<file path="config.mk">
export PLATFORM = sky130hd
export DESIGN_NAME = framed_dual_motor_command_watchdog
export DESIGN_NICKNAME = d
export VERILOG_FILES = /design/src/design/fdmcw_pkg.sv /design/src/design/framed_dual_motor_command_watchdog.sv
export SDC_FILE = /design/constraint.sdc
export NUM_CORES = 1
export LEC_CHECK = 0
export BUFFER_PORTS_ARGS = -buffer_cell sky130_fd_sc_hd__buf_2
export CORE_ASPECT_RATIO = 0.75
export CORE_MARGIN = 10
export CORE_UTILIZATION = 45
export CTS_BUF_LIST = sky130_fd_sc_hd__clkbuf_16
export DETAILED_ROUTE_END_ITERATION = 12
export GPL_TIMING_DRIVEN = 0
export HOLD_SLACK_MARGIN = 0.06
export MAX_ROUTING_LAYER = met4
export PLACE_DENSITY = 0.64
export RECOVER_POWER = 50
export SYNTH_ARGS = -nofsm -noshare
export SYNTH_HDL_FRONTEND = slang
export SYNTH_SLANG_ARGS = --single-unit
</file>
<file path="constraint.sdc">
create_clock -name i_clk -period 10.5 [get_ports i_clk]
set_input_delay 1.05 -clock i_clk [delete_from_list [all_inputs] [get_ports i_clk]]
set_output_delay 1.05 -clock i_clk [all_outputs]
set_load 0.005 [all_outputs]
</file>
<file path="src/design/fdmcw_pkg.sv">
// ----------------------------------------------------------------------------
// fdmcw_pkg
// Types, codes and helper functions for the framed dual motor command
// decoder with its command watchdog.
// ----------------------------------------------------------------------------
package fdmcw_pkg;

    localparam logic [7:0]  HDR_FIRST     = 8'hAA;
    localparam logic [7:0]  HDR_SECOND    = 8'h55;
    localparam logic [15:0] TIMEOUT_RESET = 16'd500;
    localparam logic [15:0] IDLE_MAX      = 16'hFFFF;
    localparam logic [6:0]  DRIVE_LIMIT   = 7'd100;
    // ceil(2^21 / 100): exact floor division by 100 for values below 2^21/48
    localparam int          RECIP_SHIFT   = 21;
    localparam logic [14:0] RECIP_100     = 15'd20972;

    // item kind codes
    localparam logic KIND_BYTE = 1'b0;
    localparam logic KIND_TICK = 1'b1;

    // result cause codes
    localparam logic CAUSE_FRAME    = 1'b0;
    localparam logic CAUSE_WATCHDOG = 1'b1;

    // bridge direction codes
    localparam logic [1:0] DIR_BRAKE   = 2'd0;
    localparam logic [1:0] DIR_FORWARD = 2'd1;
    localparam logic [1:0] DIR_REVERSE = 2'd2;

    typedef struct packed {
        logic       kind;
        logic [7:0] rx_byte;
    } t_in_item;

    typedef struct packed {
        logic [1:0] left_direction;
        logic [7:0] left_duty;
        logic [1:0] right_direction;
        logic [7:0] right_duty;
        logic       drive_active;
        logic       cause;
    } t_out_item;

    typedef struct packed {
        logic [1:0] direction;
        logic [7:0] duty;
    } t_wheel;

    // mag * 255 / 100, floored; mag is at most 100
    function automatic logic [7:0] f_duty(input logic [6:0] mag);
        logic [14:0] scaled;
        logic [29:0] prod;
        scaled = {mag, 8'd0} - {8'd0, mag};
        prod   = 30'(scaled) * 30'(RECIP_100);
        return prod[RECIP_SHIFT+7:RECIP_SHIFT];
    endfunction

    // clamp a signed drive value and form direction and duty
    function automatic t_wheel f_wheel(input logic [15:0] raw);
        logic signed [15:0] v;
        logic        [15:0] neg;
        logic        [6:0]  mag;
        t_wheel             w;
        v   = $signed(raw);
        neg = 16'(-v);
        if (v > 16'sd100) begin
            w.direction = DIR_FORWARD;
            mag         = DRIVE_LIMIT;
        end else if (v < -16'sd100) begin
            w.direction = DIR_REVERSE;
            mag         = DRIVE_LIMIT;
        end else if (v > 16'sd0) begin
            w.direction = DIR_FORWARD;
            mag         = raw[6:0];
        end else if (v < 16'sd0) begin
            w.direction = DIR_REVERSE;
            mag         = neg[6:0];
        end else begin
            w.direction = DIR_BRAKE;
            mag         = 7'd0;
        end
        w.duty = f_duty(mag);
        return w;
    endfunction

endpackage

</file>
<file path="src/design/framed_dual_motor_command_watchdog.sv">
// ----------------------------------------------------------------------------
// framed_dual_motor_command_watchdog
// Decodes framed two-wheel drive commands from a byte stream and stops the
// drive when no frame arrives within the watchdog timeout.
// ----------------------------------------------------------------------------
// Usage:
//   Input channel (i_in_valid / o_in_stall / i_in_data): one transaction is
//   either a received byte (kind 0) or a one millisecond tick (kind 1).
//   Frames are 0xAA, 0x55, then left and right signed 16-bit little-endian
//   drive values. The last frame byte yields a command result; a tick that
//   pushes the idle count past the timeout while active yields an all-stop.
//   Output channel (o_out_valid / i_out_stall / o_out_data): one transaction
//   per result; items that cause no result produce nothing.
//   Config channel (i_cfg_valid / o_cfg_ready / i_cfg_data): watchdog timeout
//   in ticks; always ready, write only while the block is idle.
//   Throughput: one item per cycle while no stall holds the result register.
//   Path: an accepted item enters the input register, then its result enters
//   the result register; clamp, scale and watchdog compare sit between them.
//   Stall: a stalled result holds in the result register; the input register
//   holds its item and o_in_stall rises while it holds an item and the result
//   register is full and stalled.
//   Reset (synchronous, active low): frame search restarts, idle count and
//   active flag clear, timeout returns to 500, both registers empty.
// ----------------------------------------------------------------------------
module framed_dual_motor_command_watchdog (
    input  logic                  i_clk,
    input  logic                  i_rst_n,
    input  logic                  i_in_valid,
    output logic                  o_in_stall,
    input  fdmcw_pkg::t_in_item   i_in_data,
    output logic                  o_out_valid,
    input  logic                  i_out_stall,
    output fdmcw_pkg::t_out_item  o_out_data,
    input  logic                  i_cfg_valid,
    output logic                  o_cfg_ready,
    input  logic [15:0]           i_cfg_data
);

    typedef enum logic [5:0] {
        POS_HDR1 = 6'b000001,
        POS_HDR2 = 6'b000010,
        POS_PAY0 = 6'b000100,
        POS_PAY1 = 6'b001000,
        POS_PAY2 = 6'b010000,
        POS_PAY3 = 6'b100000
    } t_pos;

    t_pos                 r_pos, n_pos;
    logic [15:0]          r_timeout;
    logic [15:0]          r_idle, n_idle;
    logic                 r_active, n_active;
    logic [7:0]           r_pay0, r_pay1, r_pay2;
    logic                 r_s1_valid;
    fdmcw_pkg::t_in_item  r_s1_item;
    logic                 r_out_valid, n_out_valid;
    fdmcw_pkg::t_out_item r_out_data, n_out_data;

    logic                 out_free;
    logic                 step;
    logic [15:0]          idle_inc;
    fdmcw_pkg::t_wheel    left_w, right_w;

    assign out_free    = !r_out_valid || !i_out_stall;
    assign step        = r_s1_valid && out_free;
    assign o_in_stall  = r_s1_valid && !out_free;
    assign o_out_valid = r_out_valid;
    assign o_out_data  = r_out_data;
    assign o_cfg_ready = 1'b1;

    assign idle_inc = (r_idle == fdmcw_pkg::IDLE_MAX) ? r_idle : r_idle + 16'd1;
    assign left_w   = fdmcw_pkg::f_wheel({r_pay1, r_pay0});
    assign right_w  = fdmcw_pkg::f_wheel({r_s1_item.rx_byte, r_pay2});

    always_comb begin
        n_pos       = r_pos;
        n_idle      = r_idle;
        n_active    = r_active;
        n_out_valid = 1'b0;
        n_out_data  = '0;
        if (r_s1_item.kind == fdmcw_pkg::KIND_TICK) begin
            n_idle = idle_inc;
            if (r_active && (idle_inc > r_timeout)) begin
                n_active              = 1'b0;
                n_out_valid           = 1'b1;
                n_out_data.cause      = fdmcw_pkg::CAUSE_WATCHDOG;
                n_out_data.left_direction  = fdmcw_pkg::DIR_BRAKE;
                n_out_data.right_direction = fdmcw_pkg::DIR_BRAKE;
            end
        end else begin
            unique case (r_pos)
                POS_HDR1: begin
                    n_pos = (r_s1_item.rx_byte == fdmcw_pkg::HDR_FIRST) ? POS_HDR2 : POS_HDR1;
                end
                POS_HDR2: begin
                    // any other byte, even a first header, restarts the search
                    n_pos = (r_s1_item.rx_byte == fdmcw_pkg::HDR_SECOND) ? POS_PAY0 : POS_HDR1;
                end
                POS_PAY0: n_pos = POS_PAY1;
                POS_PAY1: n_pos = POS_PAY2;
                POS_PAY2: n_pos = POS_PAY3;
                POS_PAY3: begin
                    n_pos                      = POS_HDR1;
                    n_idle                     = 16'd0;
                    n_active                   = 1'b1;
                    n_out_valid                = 1'b1;
                    n_out_data.left_direction  = left_w.direction;
                    n_out_data.left_duty       = left_w.duty;
                    n_out_data.right_direction = right_w.direction;
                    n_out_data.right_duty      = right_w.duty;
                    n_out_data.drive_active    = 1'b1;
                    n_out_data.cause           = fdmcw_pkg::CAUSE_FRAME;
                end
                default: n_pos = POS_HDR1;
            endcase
        end
    end

    // control state
    always_ff @(posedge i_clk) begin
        if (!i_rst_n) begin
            r_pos       <= POS_HDR1;
            r_timeout   <= fdmcw_pkg::TIMEOUT_RESET;
            r_idle      <= 16'd0;
            r_active    <= 1'b0;
            r_s1_valid  <= 1'b0;
            r_out_valid <= 1'b0;
        end else begin
            if (i_cfg_valid && o_cfg_ready) begin
                r_timeout <= i_cfg_data;
            end
            if (step) begin
                r_pos    <= n_pos;
                r_idle   <= n_idle;
                r_active <= n_active;
            end
            if (!o_in_stall) begin
                r_s1_valid <= i_in_valid;
            end
            if (out_free) begin
                r_out_valid <= step && n_out_valid;
            end
        end
    end

    // payload registers
    always_ff @(posedge i_clk) begin
        if (i_in_valid && !o_in_stall) begin
            r_s1_item <= i_in_data;
        end
        if (step && (r_s1_item.kind == fdmcw_pkg::KIND_BYTE)) begin
            if (r_pos == POS_PAY0) begin
                r_pay0 <= r_s1_item.rx_byte;
            end
            if (r_pos == POS_PAY1) begin
                r_pay1 <= r_s1_item.rx_byte;
            end
            if (r_pos == POS_PAY2) begin
                r_pay2 <= r_s1_item.rx_byte;
            end
        end
        if (step && n_out_valid) begin
            r_out_data <= n_out_data;
        end
    end

endmodule

</file>
==> flow_summary.json, run 1 <==
{
  "status": "complete, no violations",
  "r2r_setup_slack_ns": 1.53,
  "comb_power_share_pct": 56.1,
  "swShare_pct": 41.1,
  "netlist_area_um2": 12300,
  "p_total_uw": 1660,
  "drv_cap": 0,
  "synth_compound_area_share_pct": 8.11,
  "path_class": "reg -> reg",
  "final.setup.tns_ns": 0,
  "powerDensity_nw_per_um2": 124,
  "drv_slew": 0,
  "max_freq_ghz": 0.111,
  "syn_area_per_cell_um2": 9.46,
  "wl_per_cell_um": 14.2,
  "critPathMaxStageDelay_ns": 0.64,
  "place_congestion": 0.869,
  "crit_fanout": 10,
  "firstDrtPassIters": 5,
  "synth_seq_cells": 96,
  "core_um2": 27000,
  "final.period_utilization_pct": 85.5,
  "die_x_um": 211,
  "drc_errors": 0,
  "setup_viol_count_final": 0,
  "clockPowerShare_pct": 19.1,
  "dieHeight_um": 163,
  "hold_ws_ns": 0.487,
  "htreeDepth": 3,
  "p_leak_uw": 0.00655,
  "num_vias": 8632,
  "seqCellArea_um2": 2470,
  "rsz0062_at_grt": "false",
  "cts_num_sinks": 96,
  "cts_tree": "built",
  "clock_latency_ns": 0.35,
  "start_util_pct": 45.6,
  "ys_types": 66,
  "yosysTopAreaCellShare_pct": 22.5,
  "peakVddDrop_uv": 134,
  "crit_path_start_kind": "flop",
  "cp.required_ns": 10.58,
  "hold_viol": 0,
  "vias_per_cell": 5.01,
  "worst_pin_slew_ns": 1.00,
  "place_hpwl_mm": 21.5,
  "drtIter0Drc": 501,
  "multi_input_area_um2": 8520,
  "ys.flop_type": "edfxtp_1",
  "grt_max_degree": 19,
  "synthMuxAreaShare_pct": 1.40,
  "yosysSeqAreaShare_pct": 20.1,
  "clockRootBuffer": "clkbuf_16",
  "grt_antenna_before_repair": 2,
  "gr-total-overflow": 0,
  "grt_pass1_wl_mm": 42.6,
  "synth_top_family_by_area": "adder cells",
  "power_frac_seq_pct": 24.8,
  "synth_fp_nets": 1683,
  "yosys.area_share.simple_pct": 11.7,
  "synth_area_leader_cell": "ha_1",
  "ant_nets": 0,
  "wirelength_mm": 24.5,
  "cts-hold-fix-buffers": 0,
  "fill_cells": 2541,
  "cp.arrival_ns": 9.05,
  "post_cts_buffers": 0,
  "floorplan.die_area_um2": 34500,
  "synth_edf_count": 55,
  "port_buffers": 52,
  "min_period_ns": 8.97,
  "fin_nets": 1747,
  "synthCells": 1302,
  "syn2layout_area_growth_pct": 8.12,
  "slew_headroom_pct": 32.7,
  "switchingPower_uw": 681,
  "grt_pass1_vias": 8762,
  "cts-buffers-inserted": 9,
  "crit_path_top_delay_cell": "xnor2_1",
  "async_reset_ff_share_pct": 0,
  "worstSetupEndpointType": "flop",
  "hold_path.class": "reg -> reg",
  "cts_resized": 0,
  "grt.total_usage_pct": 15.4,
  "clk_pin_slew_ns": 0.07,
  "drive_above_1_share_pct": 5.62,
  "synth_adder_area_share_pct": 43.6,
  "ys_warn_count": 0,
  "rows": 52,
  "finClkSkew_ns": 0.0116,
  "synthXorXnorAreaFrac_pct": 4.34,
  "yosys-top-cells-area": "ha_1, fa_1, edfxtp_1",
  "clock_path_buffers": 2,
  "p_int_uw": 976,
  "io_pins": 55,
  "cp_common_cell": "nor2_1"
}
==> kinds of logic (layout without fill, tap and decap cells) <==
family,count (synthesis),count (layout)
mux,17,17
compound gates,149,149
xor+xnor,61,61
fa+ha+maj,351,351
buf+inv,348,417
flops,96,96
simple gates,279,279
other cells,1,3
==> synthesized netlist by cell type (2+ instances only) <==
cell type and n:
nand3_1 15, a22oi_1 11, or2_1 5, and4_1 2, a31oi_1 4, inv_2 8
or4_1 4, mux2i_1 15, a211oi_1 5, nor4_1 5, inv_1 318, o31ai_1 5
edfxtp_1 55, nor3_1 20, a21o_1 15, a221oi_1 2, nand2_1 53, and3_1 12
or2_2 2, xor2_1 28, nand3b_1 3, a311oi_1 3, buf_2 2, mux2_2 2
a21oi_1 33, buf_6 2, or3_1 7, a21boi_0 2, dfxtp_1 41, o21ai_1 7
ha_1 221, xnor2_1 33, nor2b_1 36, o21ai_0 24, nand2b_1 12, clkbuf_1 16
and2_1 11, o21a_1 12, nor2_1 66, a41oi_1 2, nand4_1 19, o211ai_1 11
fa_1 130
==> power groups by stage <==
stage	Clock (µW)	Combinational [µW]	Sequential, µW
finish	316	930	411
global route	340	1100	412
CTS	324	949	411
detailed placement	0	937	420
global placement	0	910	420
floorplan	0	722	417
==> area by class of cell <==
class	count	share of cell area (%)
clock buffer	9	1.69
buffer	22	0.780
inverter	326	9.19
sequential	96	18.6
timing repair buffer	53	1.99
clock inverter	7	0.460
tap	351	3.30
antenna	2	0.0376
multi-input combinational	858	64.0
==> layout by cell type (no fill, tap or decap), types with 28 or more instances in the layout <==
master and count:
nor2_1 66, nand2_1 53, buf_2 36, edfxtp_1 55, dfxtp_1 41, xnor2_1 33, a21oi_1 32, clkbuf_1 34
fa_1 130, nor2b_1 36, inv_1 318, xor2_1 28, ha_1 221
==> registers in the layout, indices dropped and copies added (netlist names), 6 cells and up <==
name,count
r_idle,16
r_pos,6
r_pay0,8
r_s1_item,9
r_pay2,8
r_timeout,16
o_out_data,22
r_pay1,8
==> worst max-delay path: cells and delay by family, from the launching register on <==
kind / cells / cell delay (ns)
xor gates and xnor gates: 2 / 0.81
and+or+nand+nor: 12 / 2.70
adders and majority gates: 6 / 2.62
AOI/OAI and AO/OA: 6 / 1.46
DFF: 1 / 0.48
buffers and inverters: 6 / 0.64
==> stage by stage <==
| step | setup WS, ns | util [%] | instances | cell area, µm² |
|---|---|---|---|---|
| 2_1_floorplan | 2.83 | - | 1302 | 12300 |
| 3_3_place_gp | 1.70 | 48.2 | 1705 | 13000 |
| 3_5_place_dp | 1.56 | 48.3 | 1706 | 13000 |
| 4_1_cts | 1.54 | 49.4 | 1722 | 13300 |
| 5_1_grt | 0.943 | 49.3 | 1724 | 13300 |
| 6_report | 1.53 | 49.3 | 1724 | 13300 |
==> routing by layer <==
metal	vias up	global-route usage (%)	part of all wire, %
li1	4355	-	-
met1	4156	22.5	53
met2	111	23.1	44
met3	10	1.78	2.8
met4	0	1.87	0.45
met5	-	-	0
==> worst paths after layout <==
check / startpoint / endpoint / depth (start not counted)
min reg2reg: r_timeout[4] / r_timeout[4] / 2
min: r_timeout[4] / r_timeout[4] / 2
max reg2reg: r_s1_item[7] / o_out_data[9] / 32
max: r_s1_item[7] / o_out_data[9] / 32
(Power assumes the default switching activity.)
==> run 2, diff against run 1 <==
- CORE_ASPECT_RATIO: 0.75 -> 2
- CTS_BUF_LIST: sky130_fd_sc_hd__clkbuf_16 -> unset
==> run 2 against run 1 <==
Net effect: via count up 1.2%; sequential share of layout area up 0.056 points; clock power about the same; routed wire length up 8.6%; setup slack worse by 0.064 ns; core utilization down 0.17 points; register-to-register slack worse by 0.06 ns; largest power group unchanged; die area up 0.97%; highest routed layer unchanged.
==> flow_summary.json, run 2 (synthesis gave the netlist of run 1 again) <==
{
  "cts-buffers-inserted": 9,
  "htreeDepth": 3,
  "drc_errors": 0,
  "hold_viol": 0,
  "grt_pass1_wl_mm": 45.1,
  "status": "complete, no violations",
  "wirelength_mm": 26.7,
  "crit_family": "adder cells",
  "largest_reg_flops": 22,
  "core_um2": 27000,
  "place_congestion": 0.899,
  "crit_path_top_delay_cell": "xnor2_1",
  "drive_above_1_share_pct": 5.18,
  "post_cts_buffers": 0,
  "rows": 85,
  "finClkSkew_ns": 0.0115,
  "clockRootBuffer": "clkbuf_16",
  "syn2layout_area_growth_pct": 7.79,
  "io_pins": 55,
  "p_leak_uw": 0.00651,
  "port_buffers": 52,
  "die_x_um": 137,
  "critPathMaxStageDelay_ns": 0.77,
  "firstDrtPassIters": 4,
  "ant_nets": 0,
  "diodes": 0,
  "final.setup.tns_ns": 0,
  "fin_nets": 1746,
  "drv_slew": 0,
  "rsz0062_at_grt": "false",
  "crit_path_start_kind": "flop",
  "floorplan.die_area_um2": 34800,
  "clock_path_buffers": 2,
  "cts_num_sinks": 96,
  "crit_fanout": 10,
  "slew_headroom_pct": 33.4,
  "drtIter0Drc": 172,
  "max_freq_ghz": 0.111,
  "grt_antenna_before_repair": 0,
  "critPathBufInv": 6,
  "grt_pass1_vias": 9528,
  "final.period_utilization_pct": 86.1,
  "min_period_ns": 9.04,
  "dp_slack_ns": 1.43,
  "final_common_cell": "inv_1",
  "start_util_pct": 45.6,
  "hold_path.class": "reg -> reg",
  "gr-total-overflow": 0,
  "clk_pin_slew_ns": 0.07,
  "peakVddDrop_uv": 168,
  "setup_viol_count_final": 0,
  "place_hpwl_mm": 23.5,
  "finalWorstSetupSlack_ns": 1.46,
  "powerDensity_nw_per_um2": 125,
  "cts_resized": 0,
  "grt.total_usage_pct": 16.7,
  "vias_per_cell": 5.08,
  "worstSetupEndpointType": "flop",
  "cp.arrival_ns": 9.12,
  "grt_max_degree": 23,
  "layout_common_cells": "inv_1, ha_1, fa_1",
  "dieHeight_um": 254,
  "clock_latency_ns": 0.36,
  "cts-hold-fix-buffers": 0,
  "path_class": "reg -> reg",
  "cts_tree": "built",
  "worst_pin_slew_ns": 0.991,
  "drv_cap": 0,
  "cp.required_ns": 10.59,
  "num_vias": 8732,
  "wl_per_cell_um": 15.5
}
## run 2: final cells by class
cell class                 count  area (µm²)
buffer                        22         104
clock buffer                  10         229
clock inverter                 6        51.3
fill                        2623       13700
inverter                     326        1220
multi-input combinational    858        8530
sequential                    96        2470
tap                          348         435
timing repair buffer          52         233
## run 2: report_power, final
group	switching, µW	internal, µW
sequential	7.00	404
clock	150	164
combinational	530	410
## run 2: stage by stage
step	cells	area [µm²]	hold slack, ns	total power [µW]	utilization, %
3_5_place_dp	1702	13000	0.490	1380	48.2
3_3_place_gp	1702	13000	0.491	1350	48.2
6_report	1718	13300	0.499	1670	49.1
2_1_floorplan	1302	12300	0.461	1140	-
4_1_cts	1718	13300	0.502	1710	49.2
5_1_grt	1718	13300	0.528	1870	49.1
## run 2: final timing paths
check                                   from             end  slack, ns  cells past startpoint
worst max-delay path               r_pay0[3]  o_out_data[19]       1.46                     32
worst min-delay path            r_timeout[4]    r_timeout[4]       0.50                      2
worst max register to register     r_pay0[3]  o_out_data[19]       1.46                     32
worst min register to register  r_timeout[4]    r_timeout[4]       0.50                      2
## run 2: per-layer routing
layer  GRT usage, %  wire, µm  vias up
met5              -         0        -
met4           5.66       845        0
met1           15.6      9290     4245
met2           33.5     16100       86
li1               -         -     4351
met3           1.50       393       50
## run 2: worst register-to-register path: cells and delay by family (launching register included)
| kind | cells | cell delay, ns |
|---|---|---|
| compound gates | 7 | 2.25 |
| xor+xnor | 2 | 0.93 |
| fa+ha+maj | 7 | 2.95 |
| buf+inv | 6 | 0.88 |
| flops | 1 | 0.32 |
| simple gates | 10 | 1.46 |
